File: config.mk
export PLATFORM = sky130hd
export DESIGN_NAME = plgf_ctrl
export DESIGN_NICKNAME = d
export VERILOG_FILES = /design/src/sv/plgf_pkg.sv /design/src/sv/plgf_ctrl.sv
export SDC_FILE = /design/constraint.sdc
export NUM_CORES = 1
export LEC_CHECK = 0
export BUFFER_PORTS_ARGS = -buffer_cell sky130_fd_sc_hd__buf_2
export CAP_MARGIN = 10
export CORE_AREA = 2 2 39 41
export CTS_CLUSTER_DIAMETER = 150
export DETAILED_ROUTE_END_ITERATION = 10
export DIE_AREA = 0 0 41 43
export SYNTH_ARGS = -nofsm -noshare
export SYNTH_HDL_FRONTEND = slang
export SYNTH_SLANG_ARGS = --single-unit
File: constraint.sdc
create_clock -name clk -period 1.9 [get_ports clk]
set_clock_uncertainty 0.05 [all_clocks]
set_input_delay 0.38 -clock clk [delete_from_list [all_inputs] [get_ports clk]]
set_output_delay 0.38 -clock clk [all_outputs]
set_load 0.02 [all_outputs]
File: src/sv/plgf_pkg.sv
// ----------------------------------------------------------------------------
// plgf_pkg
// Shared types and constants for the peak limiter gain follower: controller
// states, controller/datapath command and status bundles, register indexes.
// ----------------------------------------------------------------------------
package plgf_pkg;

	// register indexes on the configuration port
	localparam int CFG_IDX_W = 2;
	localparam logic [CFG_IDX_W-1:0] CFG_ENABLE  = 2'd0;
	localparam logic [CFG_IDX_W-1:0] CFG_CEILING = 2'd1;
	localparam logic [CFG_IDX_W-1:0] CFG_RELEASE = 2'd2;

	localparam int SAMPLE_W = 24;
	localparam int CEIL_W   = 24;
	localparam int COEFF_W  = 32;
	localparam int GAIN_W   = 33;

	// unity gain in Q1.32
	localparam logic [GAIN_W-1:0] ONE_Q32 = 33'h1_0000_0000;

	localparam logic              ENABLE_RST  = 1'b1;
	localparam logic [CEIL_W-1:0]  CEILING_RST = 24'd16585117;
	localparam logic [COEFF_W-1:0] RELEASE_RST = 32'd4293178026;

	// restoring divider, one quotient bit per step
	localparam int DIV_STEPS = 32;
	localparam int DIV_CNT_W = $clog2(DIV_STEPS);

	typedef enum logic [2:0] {
		S_IDLE,
		S_PREP,
		S_DIV,
		S_CMP,
		S_RMUL,
		S_RADD,
		S_GWR,
		S_OUT
	} plgf_state_t;

	typedef struct packed {
		logic load;
		logic prep;
		logic div_step;
		logic cmp;
		logic rmul;
		logic radd;
		logic gwr;
		logic out_load;
	} plgf_cmd_t;

	typedef struct packed {
		logic bypass;
		logic over;
		logic attack;
	} plgf_stat_t;

endpackage

File: src/sv/plgf_ctrl.sv
// ----------------------------------------------------------------------------
// plgf_ctrl
// Sequencer for one sample: target setup, divide, attack/release update,
// output multiply, and the output register's valid flag.
// ----------------------------------------------------------------------------
module plgf_ctrl (
	input  logic                  clk,
	input  logic                  arst_n,
	input  logic                  in_valid,
	input  logic                  out_stall,
	input  plgf_pkg::plgf_stat_t  stat,
	output logic                  in_stall,
	output logic                  out_valid,
	output plgf_pkg::plgf_cmd_t   cmd
);
	import plgf_pkg::*;

	plgf_state_t           state_q;
	plgf_state_t           state_d;
	logic [DIV_CNT_W-1:0]  div_cnt_q;
	logic                  out_valid_q;
	logic                  in_take;
	logic                  out_take;
	logic                  out_free;
	logic                  div_last;

	assign in_stall  = (state_q != S_IDLE);
	assign out_valid = out_valid_q;
	assign in_take   = in_valid && !in_stall;
	assign out_take  = out_valid_q && !out_stall;
	// output register can take a new result this cycle
	assign out_free  = !out_valid_q || !out_stall;
	assign div_last  = (div_cnt_q == DIV_CNT_W'(DIV_STEPS - 1));

	always_comb begin
		state_d = state_q;
		case (state_q)
			S_IDLE: begin
				if (in_take) state_d = S_PREP;
			end
			S_PREP: begin
				if (stat.bypass)    state_d = S_OUT;
				else if (stat.over) state_d = S_DIV;
				else                state_d = S_CMP;
			end
			S_DIV: begin
				if (div_last) state_d = S_CMP;
			end
			S_CMP: begin
				if (stat.attack) state_d = S_GWR;
				else             state_d = S_RMUL;
			end
			S_RMUL: state_d = S_RADD;
			S_RADD: state_d = S_GWR;
			S_GWR:  state_d = S_OUT;
			S_OUT: begin
				if (out_free) state_d = S_IDLE;
			end
			default: state_d = S_IDLE;
		endcase
	end

	always_comb begin
		cmd = '0;
		case (state_q)
			S_IDLE: cmd.load     = in_take;
			S_PREP: cmd.prep     = 1'b1;
			S_DIV:  cmd.div_step = 1'b1;
			S_CMP:  cmd.cmp      = 1'b1;
			S_RMUL: cmd.rmul     = 1'b1;
			S_RADD: cmd.radd     = 1'b1;
			S_GWR:  cmd.gwr      = 1'b1;
			S_OUT:  cmd.out_load = out_free;
			default: cmd = '0;
		endcase
	end

	always_ff @(posedge clk or negedge arst_n) begin
		if (!arst_n) begin
			state_q     <= S_IDLE;
			div_cnt_q   <= '0;
			out_valid_q <= 1'b0;
		end else begin
			state_q <= state_d;
			if (state_q == S_DIV) div_cnt_q <= div_cnt_q + 1'b1;
			else                  div_cnt_q <= '0;
			if (cmd.out_load)  out_valid_q <= 1'b1;
			else if (out_take) out_valid_q <= 1'b0;
		end
	end

`ifndef ASSERT_OFF
	a_take_starts_item: assert property (@(posedge clk) disable iff (!arst_n)
		in_take |=> (state_q == S_PREP))
		else $error("accepted sample did not start processing");

	a_div_length: assert property (@(posedge clk) disable iff (!arst_n)
		(state_q == S_DIV) && div_last |=> (state_q == S_CMP))
		else $error("divider did not finish after its last step");

	a_no_overwrite: assert property (@(posedge clk) disable iff (!arst_n)
		(state_q == S_OUT) && out_valid_q && out_stall
		|=> (state_q == S_OUT) && out_valid_q)
		else $error("result left while output register still held");
`endif

endmodule

* Yosys cells after proc, flatten, opt, wreduce, memory -nomap -nowiden
Cells that the tools add are included.
** Cells by class
- Mux-type cells :: 18
- $add $sub $neg :: 1
- Eq/ne operators :: 11
- Reductions and logical operators :: 10
** Operators with widths (count)
- $pmux 3 s8 :: 1
- $eq 3x3->1 const B :: 4
- $mux 3 :: 4
- $mux 1 :: 11
- $eq 3x2->1 const B :: 2
- $ne 2x2->1 const B :: 3
- $add 5x1->5 const B :: 1
- $eq 5x5->1 const B :: 1
- $mux 5 :: 1
- $eq 3x1->1 const B :: 1
- $logic_not 1->1 :: 3
- $logic_not 3->1 :: 1
- $reduce_and 3->1 :: 1
- $reduce_bool 3->1 :: 1
- $logic_and 1x1->1 :: 2
- $mux 2 :: 1
- $reduce_bool 2->1 :: 1
- $logic_or 1x1->1 :: 1
** Word-level totals
- Logic and storage cells :: 43
- Output and inout bits :: 10
- Register bits after elaboration :: 9
- Bits of input ports :: 7

* Longest topological paths before layout
Gate-level depths: netlist of run 1.
- Word-level depth :: 5
- Mapped depth :: 5
- Gate-level depth less buffers :: 5

* Worst setup path before layout of run 1
OpenSTA, ideal clock, no wires.
- Kind :: register -> output
- Start point :: register state_q[1]
- End point :: output cmd[2] (netlist bit)
- Data arrival time :: 1096 ps
- Required time :: 1470 ps
- Stages on the path, launching flop included :: 3
- Slack :: 374 ps
- Buffers on the path :: 1
- Path through :: dfrtp_1 > buf_6 > nor3b_1
** RTL lines
- start: declaration :: line plgf_ctrl.sv:18 : plgf_state_t state_q;
- start signal: assignment :: line plgf_ctrl.sv:84 : state_q <= state_d;
- end: declaration :: line plgf_ctrl.sv:14 : output plgf_pkg::plgf_cmd_t cmd

==> impl_metrics.json, run 1 <==
{
  "run_status": "completed",
  "core.rowCount": 14,
  "grt_antenna_before_repair": 0,
  "power.total_uw": 897,
  "synth_cell_types": 25,
  "drtIter0Drc": 4,
  "power.static_leakage_uw": 0.000333,
  "max_cap_viols": 0,
  "final_weighted_congestion_in_routability_driven_placement": 0.629,
  "min_to": "out_valid",
  "timing.final.crit_share_pct": 94.1,
  "finish.net_count": 78,
  "power.density_cell_area_mw_per_mm2": 1470,
  "r2r-start": "div_cnt_q[0]",
  "via_count_of_the_first_global_routing_pass": 365,
  "placedInstanceArea_um2": 576,
  "buffer_ports.inserted": 16,
  "grt_overflow": 0,
  "dr.pass1.iters": 3,
  "power.clock.fraction_pct": 16.3,
  "mostFrequentLayoutCells": "16 x sky130_fd_sc_hd__buf_2, 9 x sky130_fd_sc_hd__dfrtp_1, 6 x sky130_fd_sc_hd__nor2_1, 4 x sky130_fd_sc_hd__nand2_1",
  "mostFrequentLayoutCell": "sky130_fd_sc_hd__buf_2",
  "dp_hpwl_um": 693,
  "synthToLayoutAreaGrowth_pct": 24.4,
  "ys.warnings.count": 0,
  "setup.reg_to_reg.worst_slack_ps": 360,
  "cts_hold_buffers": 1,
  "slew_headroom_pct": 72.6,
  "min_path_type": "primary input to flip-flop",
  "htreeDepth": 1,
  "drv_slew": 0,
  "route.vias.total": 408,
  "postSynthRegisterBits": 9,
  "min_delay_path_depth": 3,
  "netSwitchingFraction_pct": 46.0,
  "power.sequential.fraction_pct": 38.8,
  "setup.worst_path.class": "flip-flop to output pin",
  "postLayoutSetupSlackWorst_ps": 112,
  "power.net_switching_uw": 412,
  "wire_length_of_the_first_global_routing_pass_mm": 1.46,
  "cts_buffers": 3,
  "timing.critical_path.fanout_max": 12,
  "timing.critical_path.required_ps": 1470,
  "diodes": 0,
  "pwr-share-comb_pct": 44.9,
  "pre_cts_ws_ps": 349,
  "antenna_violating_nets_post_route": 0,
  "syn-instance-count": 49,
  "use_met1_pct": 15.6,
  "worst_skew_pair_latency_ps": 260,
  "grt_start_max_net_pins": 13,
  "synth_enable_flop_cells": 0,
  "ir_worst_vdd_mv": 0.504,
  "crit_arrival_ps": 1360,
  "placeableCoreArea_mm2": 0.00138,
  "tritoncts": "done",
  "share_of_async_settable_or_async_resettable_flops_after_synthesis_pct": 100,
  "io_pins": 17,
  "drc": 0,
  "achievable-frequency_ghz": 0.559,
  "finalSetupViolations": 0,
  "ys.flop_type": "sky130_fd_sc_hd__dfrtp_1",
  "gr-usage-met3_pct": 1.57,
  "worstMarginPinSlew_ps": 410,
  "clk_pin_slew_worst_paths_ps": 60,
  "post_drt_via_cell_ratio": 4.86,
  "fin_area_um2": 612,
  "worst_r2r_endpoint": "state_q[0]",
  "tritoncts_num_sinks": 9,
  "rsz0062_at_grt": "no",
  "floorplan.die.height_um": 43,
  "grt_util_all_layers_pct": 13.1,
  "utilization_pct": 44.2,
  "wl_per_cell_um": 10.9,
  "final.fill_count": 149,
  "internal_power_uw": 484,
  "setup.worst_path.start_class": "flip-flop",
  "hold_path.startpoint": "out_stall",
  "drt_wl_total_um": 912,
  "synthesized_cell_area_um2": 492,
  "floorplan.die.width_um": 41,
  "grt_most_used_layer": "met2",
  "worstRegToRegCells": 5,
  "cts_root_buffer": "sky130_fd_sc_hd__clkbuf_4",
  "synth_nets": 58,
  "setup.worst_path.end_class": "output pin",
  "initial_core_util_pct": 35.5,
  "synthesis.area_per_instance_um2": 10.0,
  "postCtsResizedCells": 0,
  "total_setup_buffers_inserted_after_cts": 0,
  "setup_tns_ps": 0,
  "hold_violations": 0,
  "met2_use_gr_pct": 19.1,
  "design.die.area_mm2": 0.00176,
  "drive_gt1_share_pct": 38.2,
  "cts.path.max_buffers": 2,
  "synth-seq-area-share_pct": 45.8,
  "post-route-min-period_ps": 1790
}
per-stage QoR:
stage | hold slack (ps) | std cells
floorplan | 34.4 | 49
global placement | 186 | 79
detailed placement | 189 | 79
CTS | 323 | 84
global route | 347 | 84
finish | 324 | 84
cell families after synthesis:
logic type                 Yosys count  share of synthesized area (%)
DFF                                  9                           45.8
buffers and inverters                5                           5.60
xor gates and xnor gates             2                           3.56
adders and majority gates            2                           5.09
AOI/OAI and AO/OA                    7                           10.7
and+or+nand+nor                     24                           29.3
worst max path at each step:
| stage | from | end | slack (ps) | cells past startpoint |
|---|---|---|---|---|
| final | state_q[1] | cmd[0] | 110 | 3 |
| after global routing | state_q[1] | cmd[0] | 10 | 3 |
| after CTS | state_q[1] | cmd[0] | 100 | 3 |
| after detailed placement | div_cnt_q[0] | state_q[0] | 350 | 5 |
| after global placement | div_cnt_q[0] | state_q[0] | 370 | 5 |
| after floorplan | state_q[1] | cmd[2] | 370 | 2 |
cells in the mapped netlist, types with 2 or more instances:
cell                      instances  share of area [%]
sky130_fd_sc_hd__nand3_1          2                2.0
sky130_fd_sc_hd__ha_1             2                5.1
sky130_fd_sc_hd__and3_1           3                3.8
sky130_fd_sc_hd__and2_1           2                2.5
sky130_fd_sc_hd__nand2_1          4                3.1
sky130_fd_sc_hd__nor2_1           6                4.6
sky130_fd_sc_hd__dfrtp_1          9                 46
sky130_fd_sc_hd__o21ai_1          2                2.0
sky130_fd_sc_hd__nor3b_1          2                3.1
sky130_fd_sc_hd__inv_2            2                1.5
per-layer routing:
layer | up-vias | part of all wire (%)
met1 | 181 | 42
li1 | 206 | -
met2 | 17 | 45
met4 | 0 | 3.9
met3 | 4 | 9.5
met5 | - | 0
power groups by stage:
stage	clock network, uW	logic (uW)	registers, uW
floorplan	0	352	305
global placement	0	410	346
detailed placement	0	409	350
CTS	153	412	346
global route	157	450	361
finish	146	403	348
critical path, stage by stage, from the launching register on:
cell and delay [ps]:
sky130_fd_sc_hd__dfrtp_1 590, sky130_fd_sc_hd__nand3_1 180, sky130_fd_sc_hd__a21oi_2 150, sky130_fd_sc_hd__buf_2 180
flip-flops by register name, summed over array words and instances, names as in the netlist:
name	flops
out_valid	1
div_cnt_q	5
state_q	3
area by class of cell:
type	instances	area (um^2)	area share (%)
Sequential cell	9	225	36.8
Timing Repair Buffer	17	90.1	14.7
Tap cell	16	20.0	3.27
Multi-Input combinational cell	35	239	39.1
Clock buffer	4	26.3	4.29
Inverter	3	11.3	1.84
Note: power is estimated with default switching activity, not from simulation.
==> run 2: changes to the inputs <==
--- a/config.mk
+++ b/config.mk
@@ -5,7 +5,7 @@
 export SDC_FILE = /design/constraint.sdc
 export NUM_CORES = 1
 export LEC_CHECK = 0
-export BUFFER_PORTS_ARGS = -buffer_cell sky130_fd_sc_hd__buf_2
+export BUFFER_PORTS_ARGS = -buffer_cell sky130_fd_sc_hd__buf_4
 export CAP_MARGIN = 10
 export CORE_AREA = 2 2 39 41
 export CTS_CLUSTER_DIAMETER = 150
==> impl_metrics.json, run 2 (synthesis results as in run 1) <==
{
  "post-route-min-period_ps": 1760,
  "setup.worst_path.start_class": "flip-flop",
  "buffer_ports.inserted": 16,
  "power.static_leakage_uw": 0.000342,
  "final.fill_count": 134,
  "grt_start_max_net_pins": 13,
  "dp_hpwl_um": 707,
  "antenna_violating_nets_post_route": 0,
  "design.die.area_mm2": 0.00176,
  "drc": 0,
  "run_status": "completed",
  "netSwitchingFraction_pct": 43.6,
  "core.rowCount": 14,
  "postCtsResizedCells": 0,
  "setup.worst_path.class": "flip-flop to output pin",
  "power.clock.fraction_pct": 14.8,
  "pwr-share-comb_pct": 48.5,
  "synthToLayoutAreaGrowth_pct": 32.6,
  "clk_pin_slew_worst_paths_ps": 60,
  "crit_chain": "nand3_1, a21oi_2, buf_4",
  "wire_length_of_the_first_global_routing_pass_mm": 1.45,
  "cts_root_buffer": "sky130_fd_sc_hd__clkbuf_4",
  "drt_wl_total_um": 894,
  "holdWs_ps": 322,
  "grt_overflow": 0,
  "power.density_cell_area_mw_per_mm2": 1440,
  "largest_register_ff_count": 5,
  "regMostFlops": "div_cnt_q",
  "multiInputGateArea_um2": 239,
  "final_weighted_congestion_in_routability_driven_placement": 0.604,
  "placeableCoreArea_mm2": 0.00138,
  "setup.reg_to_reg.worst_slack_ps": 380,
  "min_path_type": "primary input to flip-flop",
  "worst_skew_pair_latency_ps": 250,
  "ir_worst_vdd_mv": 0.585,
  "diodes": 0,
  "dr.pass1.iters": 2,
  "timing.critical_path.max_delay_family": "flip-flops",
  "total_setup_buffers_inserted_after_cts": 0,
  "finalSetupViolations": 0,
  "route.vias.total": 390,
  "drv_slew": 0,
  "tritoncts": "done",
  "finish.net_count": 78,
  "io_pins": 17,
  "cts_buffers": 3,
  "hold_violations": 0,
  "crit_arrival_ps": 1330,
  "setup_tns_ps": 0,
  "worst-path-buf-inv": 1,
  "mostFrequentLayoutCell": "sky130_fd_sc_hd__buf_4",
  "initial_core_util_pct": 35.5,
  "worst_path_largest_cell_delay_ps": 590,
  "wl_per_cell_um": 10.6,
  "timing.final.crit_share_pct": 92.7,
  "max_cap_viols": 0,
  "slew_headroom_pct": 73.0,
  "htreeDepth": 1,
  "cts.path.max_buffers": 2,
  "power.net_switching_uw": 409,
  "worstMarginPinSlew_ps": 404,
  "timing.critical_path.fanout_max": 12,
  "achievable-frequency_ghz": 0.568,
  "floorplan.die.height_um": 43,
  "drive_gt1_share_pct": 38.2,
  "grt_antenna_before_repair": 0,
  "floorplan.die.width_um": 41,
  "mostFrequentLayoutCells": "16 x sky130_fd_sc_hd__buf_4, 9 x sky130_fd_sc_hd__dfrtp_1, 6 x sky130_fd_sc_hd__nor2_1, 4 x sky130_fd_sc_hd__nand2_1",
  "tritoncts_num_sinks": 9,
  "drtIter0Drc": 6,
  "setup.worst_path.end_class": "output pin",
  "grt_util_all_layers_pct": 12.4,
  "post_drt_via_cell_ratio": 4.64,
  "ff_latch_area_um2": 225,
  "rsz0062_at_grt": "no",
  "power.sequential.fraction_pct": 36.7,
  "via_count_of_the_first_global_routing_pass": 358,
  "crit_path_top_delay_cell": "sky130_fd_sc_hd__dfrtp_1",
  "internal_power_uw": 529,
  "timing.critical_path.required_ps": 1470
}
[run 2: cell counts in the layout (fill, tap and decap cells not counted)]
No cell type changed its count.
[run 2: worst paths after layout]
check,depth (start not counted),start,endpoint
worst max-delay path,3,state_q[1],cmd[0]
worst min-delay path,3,out_stall,out_valid
worst max register to register,5,div_cnt_q[0],state_q[0]
worst min register to register,1,div_cnt_q[0],div_cnt_q[0]
max in group asynchronous,2,arst_n,state_q[0]
min in group asynchronous,2,arst_n,div_cnt_q[0]
[run 2: routing by layer]
layer | up-vias | part of all wire [%] | GRT usage, %
met4 | 0 | 0 | 8.00
met3 | 0 | 8.9 | 1.57
met1 | 168 | 44 | 15.2
met5 | - | 0 | 0
met2 | 15 | 47 | 19.4
li1 | 207 | - | -
[run 2: layout make-up]
| cell class | instances | share of cell area [%] |
|---|---|---|
| clock buffers | 4 | 4.03 |
| well taps | 16 | 3.07 |
| inverters | 3 | 1.73 |
| repair buffers | 17 | 20.0 |
| flip-flops and latches | 9 | 34.5 |
| multi-input cells | 35 | 36.7 |
[run 2: power by group through the flow]
stage          Clock [uW]  Sequential, uW  Combinational [uW]
3_5_place_dp            0             349                 458
2_1_floorplan           0             305                 352
3_3_place_gp            0             348                 459
5_1_grt               155             357                 499
6_report              139             344                 454
4_1_cts               150             343                 462
[run 2: worst reg2reg max path, delay by kind of cell, from the launching register on]
kind	cells	cell delay (ps)
simple gates	1	190
compound gates	2	370
fa+ha+maj	2	390
flops	1	390
[run 2: what timing repair did]
action / CTS / global route
hold buffers: 1 / 0
setup endpoints to repair: 0 / 0
endpoints found under the hold margin: 9 / 0
[run 2: per-stage QoR]
stage          cell area, um^2  total power, uW  cells  worst slack (ps)  util, %
6_report                   652              938     84               139     47.1
4_1_cts                    652              955     84               120     47.1
5_1_grt                    652             1010     84              44.8     47.1
2_1_floorplan              492              657     49               374        -
3_5_place_dp               616              807     79               363     44.5
3_3_place_gp               616              807     79               364     44.5
==> run 3: changes to the inputs <==
--- a/config.mk
+++ b/config.mk
@@ -11,6 +11,7 @@
 export CTS_CLUSTER_DIAMETER = 150
 export DETAILED_ROUTE_END_ITERATION = 10
 export DIE_AREA = 0 0 41 43
+export RECOVER_POWER = 50
 export SYNTH_ARGS = -nofsm -noshare
 export SYNTH_HDL_FRONTEND = slang
 export SYNTH_SLANG_ARGS = --single-unit
==> impl_metrics.json, run 3 (synthesis results as in run 1) <==
{
  "run_status": "completed",
  "drtIter0Drc": 6,
  "mostFrequentLayoutCell": "sky130_fd_sc_hd__buf_4",
  "utilization_pct": 46.8,
  "setup.worst_path.end_class": "output pin",
  "tritoncts_num_sinks": 9,
  "floorplan.die.height_um": 43,
  "design.die.area_mm2": 0.00176,
  "slew_headroom_pct": 67.2,
  "worstRegToRegCells": 5,
  "hold_violations": 0,
  "setup_tns_ps": 0,
  "setup.worst_path.start_class": "flip-flop",
  "synthToLayoutAreaGrowth_pct": 31.8,
  "fin_area_um2": 648,
  "achievable-frequency_ghz": 0.568,
  "placeableCoreArea_mm2": 0.00138,
  "timing.critical_path.fanout_max": 12,
  "route.vias.total": 386,
  "dp_hpwl_um": 707,
  "rsz0062_at_grt": "no",
  "wire_length_of_the_first_global_routing_pass_mm": 1.45,
  "power.density_cell_area_mw_per_mm2": 1440,
  "finalSetupViolations": 0,
  "initial_core_util_pct": 35.5,
  "core.rowCount": 14,
  "crit_path_top_delay_cell": "sky130_fd_sc_hd__dfrtp_1",
  "crit_arrival_ps": 1330,
  "drt_wl_total_um": 895,
  "postCtsResizedCells": 0,
  "crit_chain": "nand3_1, a21oi_2, buf_4",
  "ir_worst_vdd_mv": 0.577,
  "largest_register_ff_count": 5,
  "final_weighted_congestion_in_routability_driven_placement": 0.604,
  "wl_per_cell_um": 10.7,
  "power.static_leakage_uw": 0.000342,
  "via_count_of_the_first_global_routing_pass": 358,
  "clk_pin_slew_worst_paths_ps": 60,
  "final.fill_count": 136,
  "drive_gt1_share_pct": 33.8,
  "buffer_ports.inserted": 16,
  "worst_path_largest_cell_delay_ps": 580,
  "pre_cts_ws_ps": 363,
  "io_pins": 17,
  "htreeDepth": 1,
  "postLayoutSetupSlackWorst_ps": 139,
  "regMostFlops": "div_cnt_q",
  "mostFrequentLayoutCells": "15 x sky130_fd_sc_hd__buf_4, 9 x sky130_fd_sc_hd__dfrtp_1, 6 x sky130_fd_sc_hd__nor2_1, 4 x sky130_fd_sc_hd__nand2_1",
  "placedInstanceArea_um2": 616,
  "timing.final.crit_share_pct": 92.7,
  "dr.pass1.iters": 2,
  "drv_slew": 0,
  "cts_root_buffer": "sky130_fd_sc_hd__clkbuf_4",
  "grt_start_max_net_pins": 13,
  "cts_buffers": 3,
  "tritoncts": "done",
  "timing.critical_path.required_ps": 1470,
  "post-route-min-period_ps": 1760,
  "post_drt_via_cell_ratio": 4.60,
  "cts.path.max_buffers": 2,
  "floorplan.die.width_um": 41,
  "antenna_violating_nets_post_route": 0,
  "max_cap_viols": 0,
  "diodes": 0,
  "worstMarginPinSlew_ps": 493,
  "grt_antenna_before_repair": 0,
  "min_path_type": "primary input to flip-flop",
  "setup.worst_path.class": "flip-flop to output pin",
  "min_delay_path_depth": 3,
  "drc": 0,
  "grt_overflow": 0,
  "grt_util_all_layers_pct": 12.4,
  "finish.net_count": 78,
  "worst_skew_pair_latency_ps": 250
}
-- run 3: final cells by class --
| cell class | count | area [um^2] | area share, % |
|---|---|---|---|
| Sequential cell | 9 | 225 | 34.7 |
| Timing Repair Buffer | 17 | 126 | 19.5 |
| Tap cell | 16 | 20.0 | 3.09 |
| Multi-Input combinational cell | 35 | 239 | 36.9 |
| Inverter | 3 | 11.3 | 1.74 |
| Clock buffer | 4 | 26.3 | 4.05 |
-- run 3: path summary, 6_finish.rpt --
check,from,end,slack (ps)
min in group asynchronous,arst_n,div_cnt_q[0],550
max in group asynchronous,arst_n,state_q[0],920
max,state_q[1],cmd[0],140
max reg2reg,div_cnt_q[0],state_q[0],380
min,out_stall,out_valid,320
min reg2reg,div_cnt_q[0],div_cnt_q[0],410
-- run 3: repair_timing --
| item | in CTS | in global routing |
|---|---|---|
| hold buffers | 1 | 0 |
| endpoints found under the hold margin | 9 | 0 |
| buffers inserted | 0 | 0 |
-- run 3: stage by stage --
stage / hold slack [ps] / total power, uW / std cells
floorplan: 34.4 / 657 / 49
global placement: 157 / 807 / 79
detailed placement: 159 / 807 / 79
CTS: 315 / 955 / 84
global route: 332 / 1010 / 84
finish: 322 / 931 / 84
-- run 3: worst max-delay path: cells and delay by family, from the launching register on --
kind | cells | cell delay, ps
AO/OA/AOI/OAI | 1 | 160
flip-flops | 1 | 580
buffers and inverters | 1 | 160
AND/OR/NAND/NOR | 1 | 180
-- run 3: metal layers --
layer  global-route usage [%]  up-vias  wire length [um]  share of wire (%)
met1                     15.2      165               387                 43
li1                         -      206                 -                  -
met2                     19.4       15               427                 48
met5                        0        -                 0                  0
met3                     1.57        0                80                8.9
met4                     8.00        0                 0                  0
-- run 3: power by group --
group	leakage, uW	switching (uW)	internal [uW]	total [uW]
clock network	0.0000150	58.8	80.4	139
registers	0.000116	98.2	244	342
logic	0.000211	248	202	450
total	0.000342	405	526	931
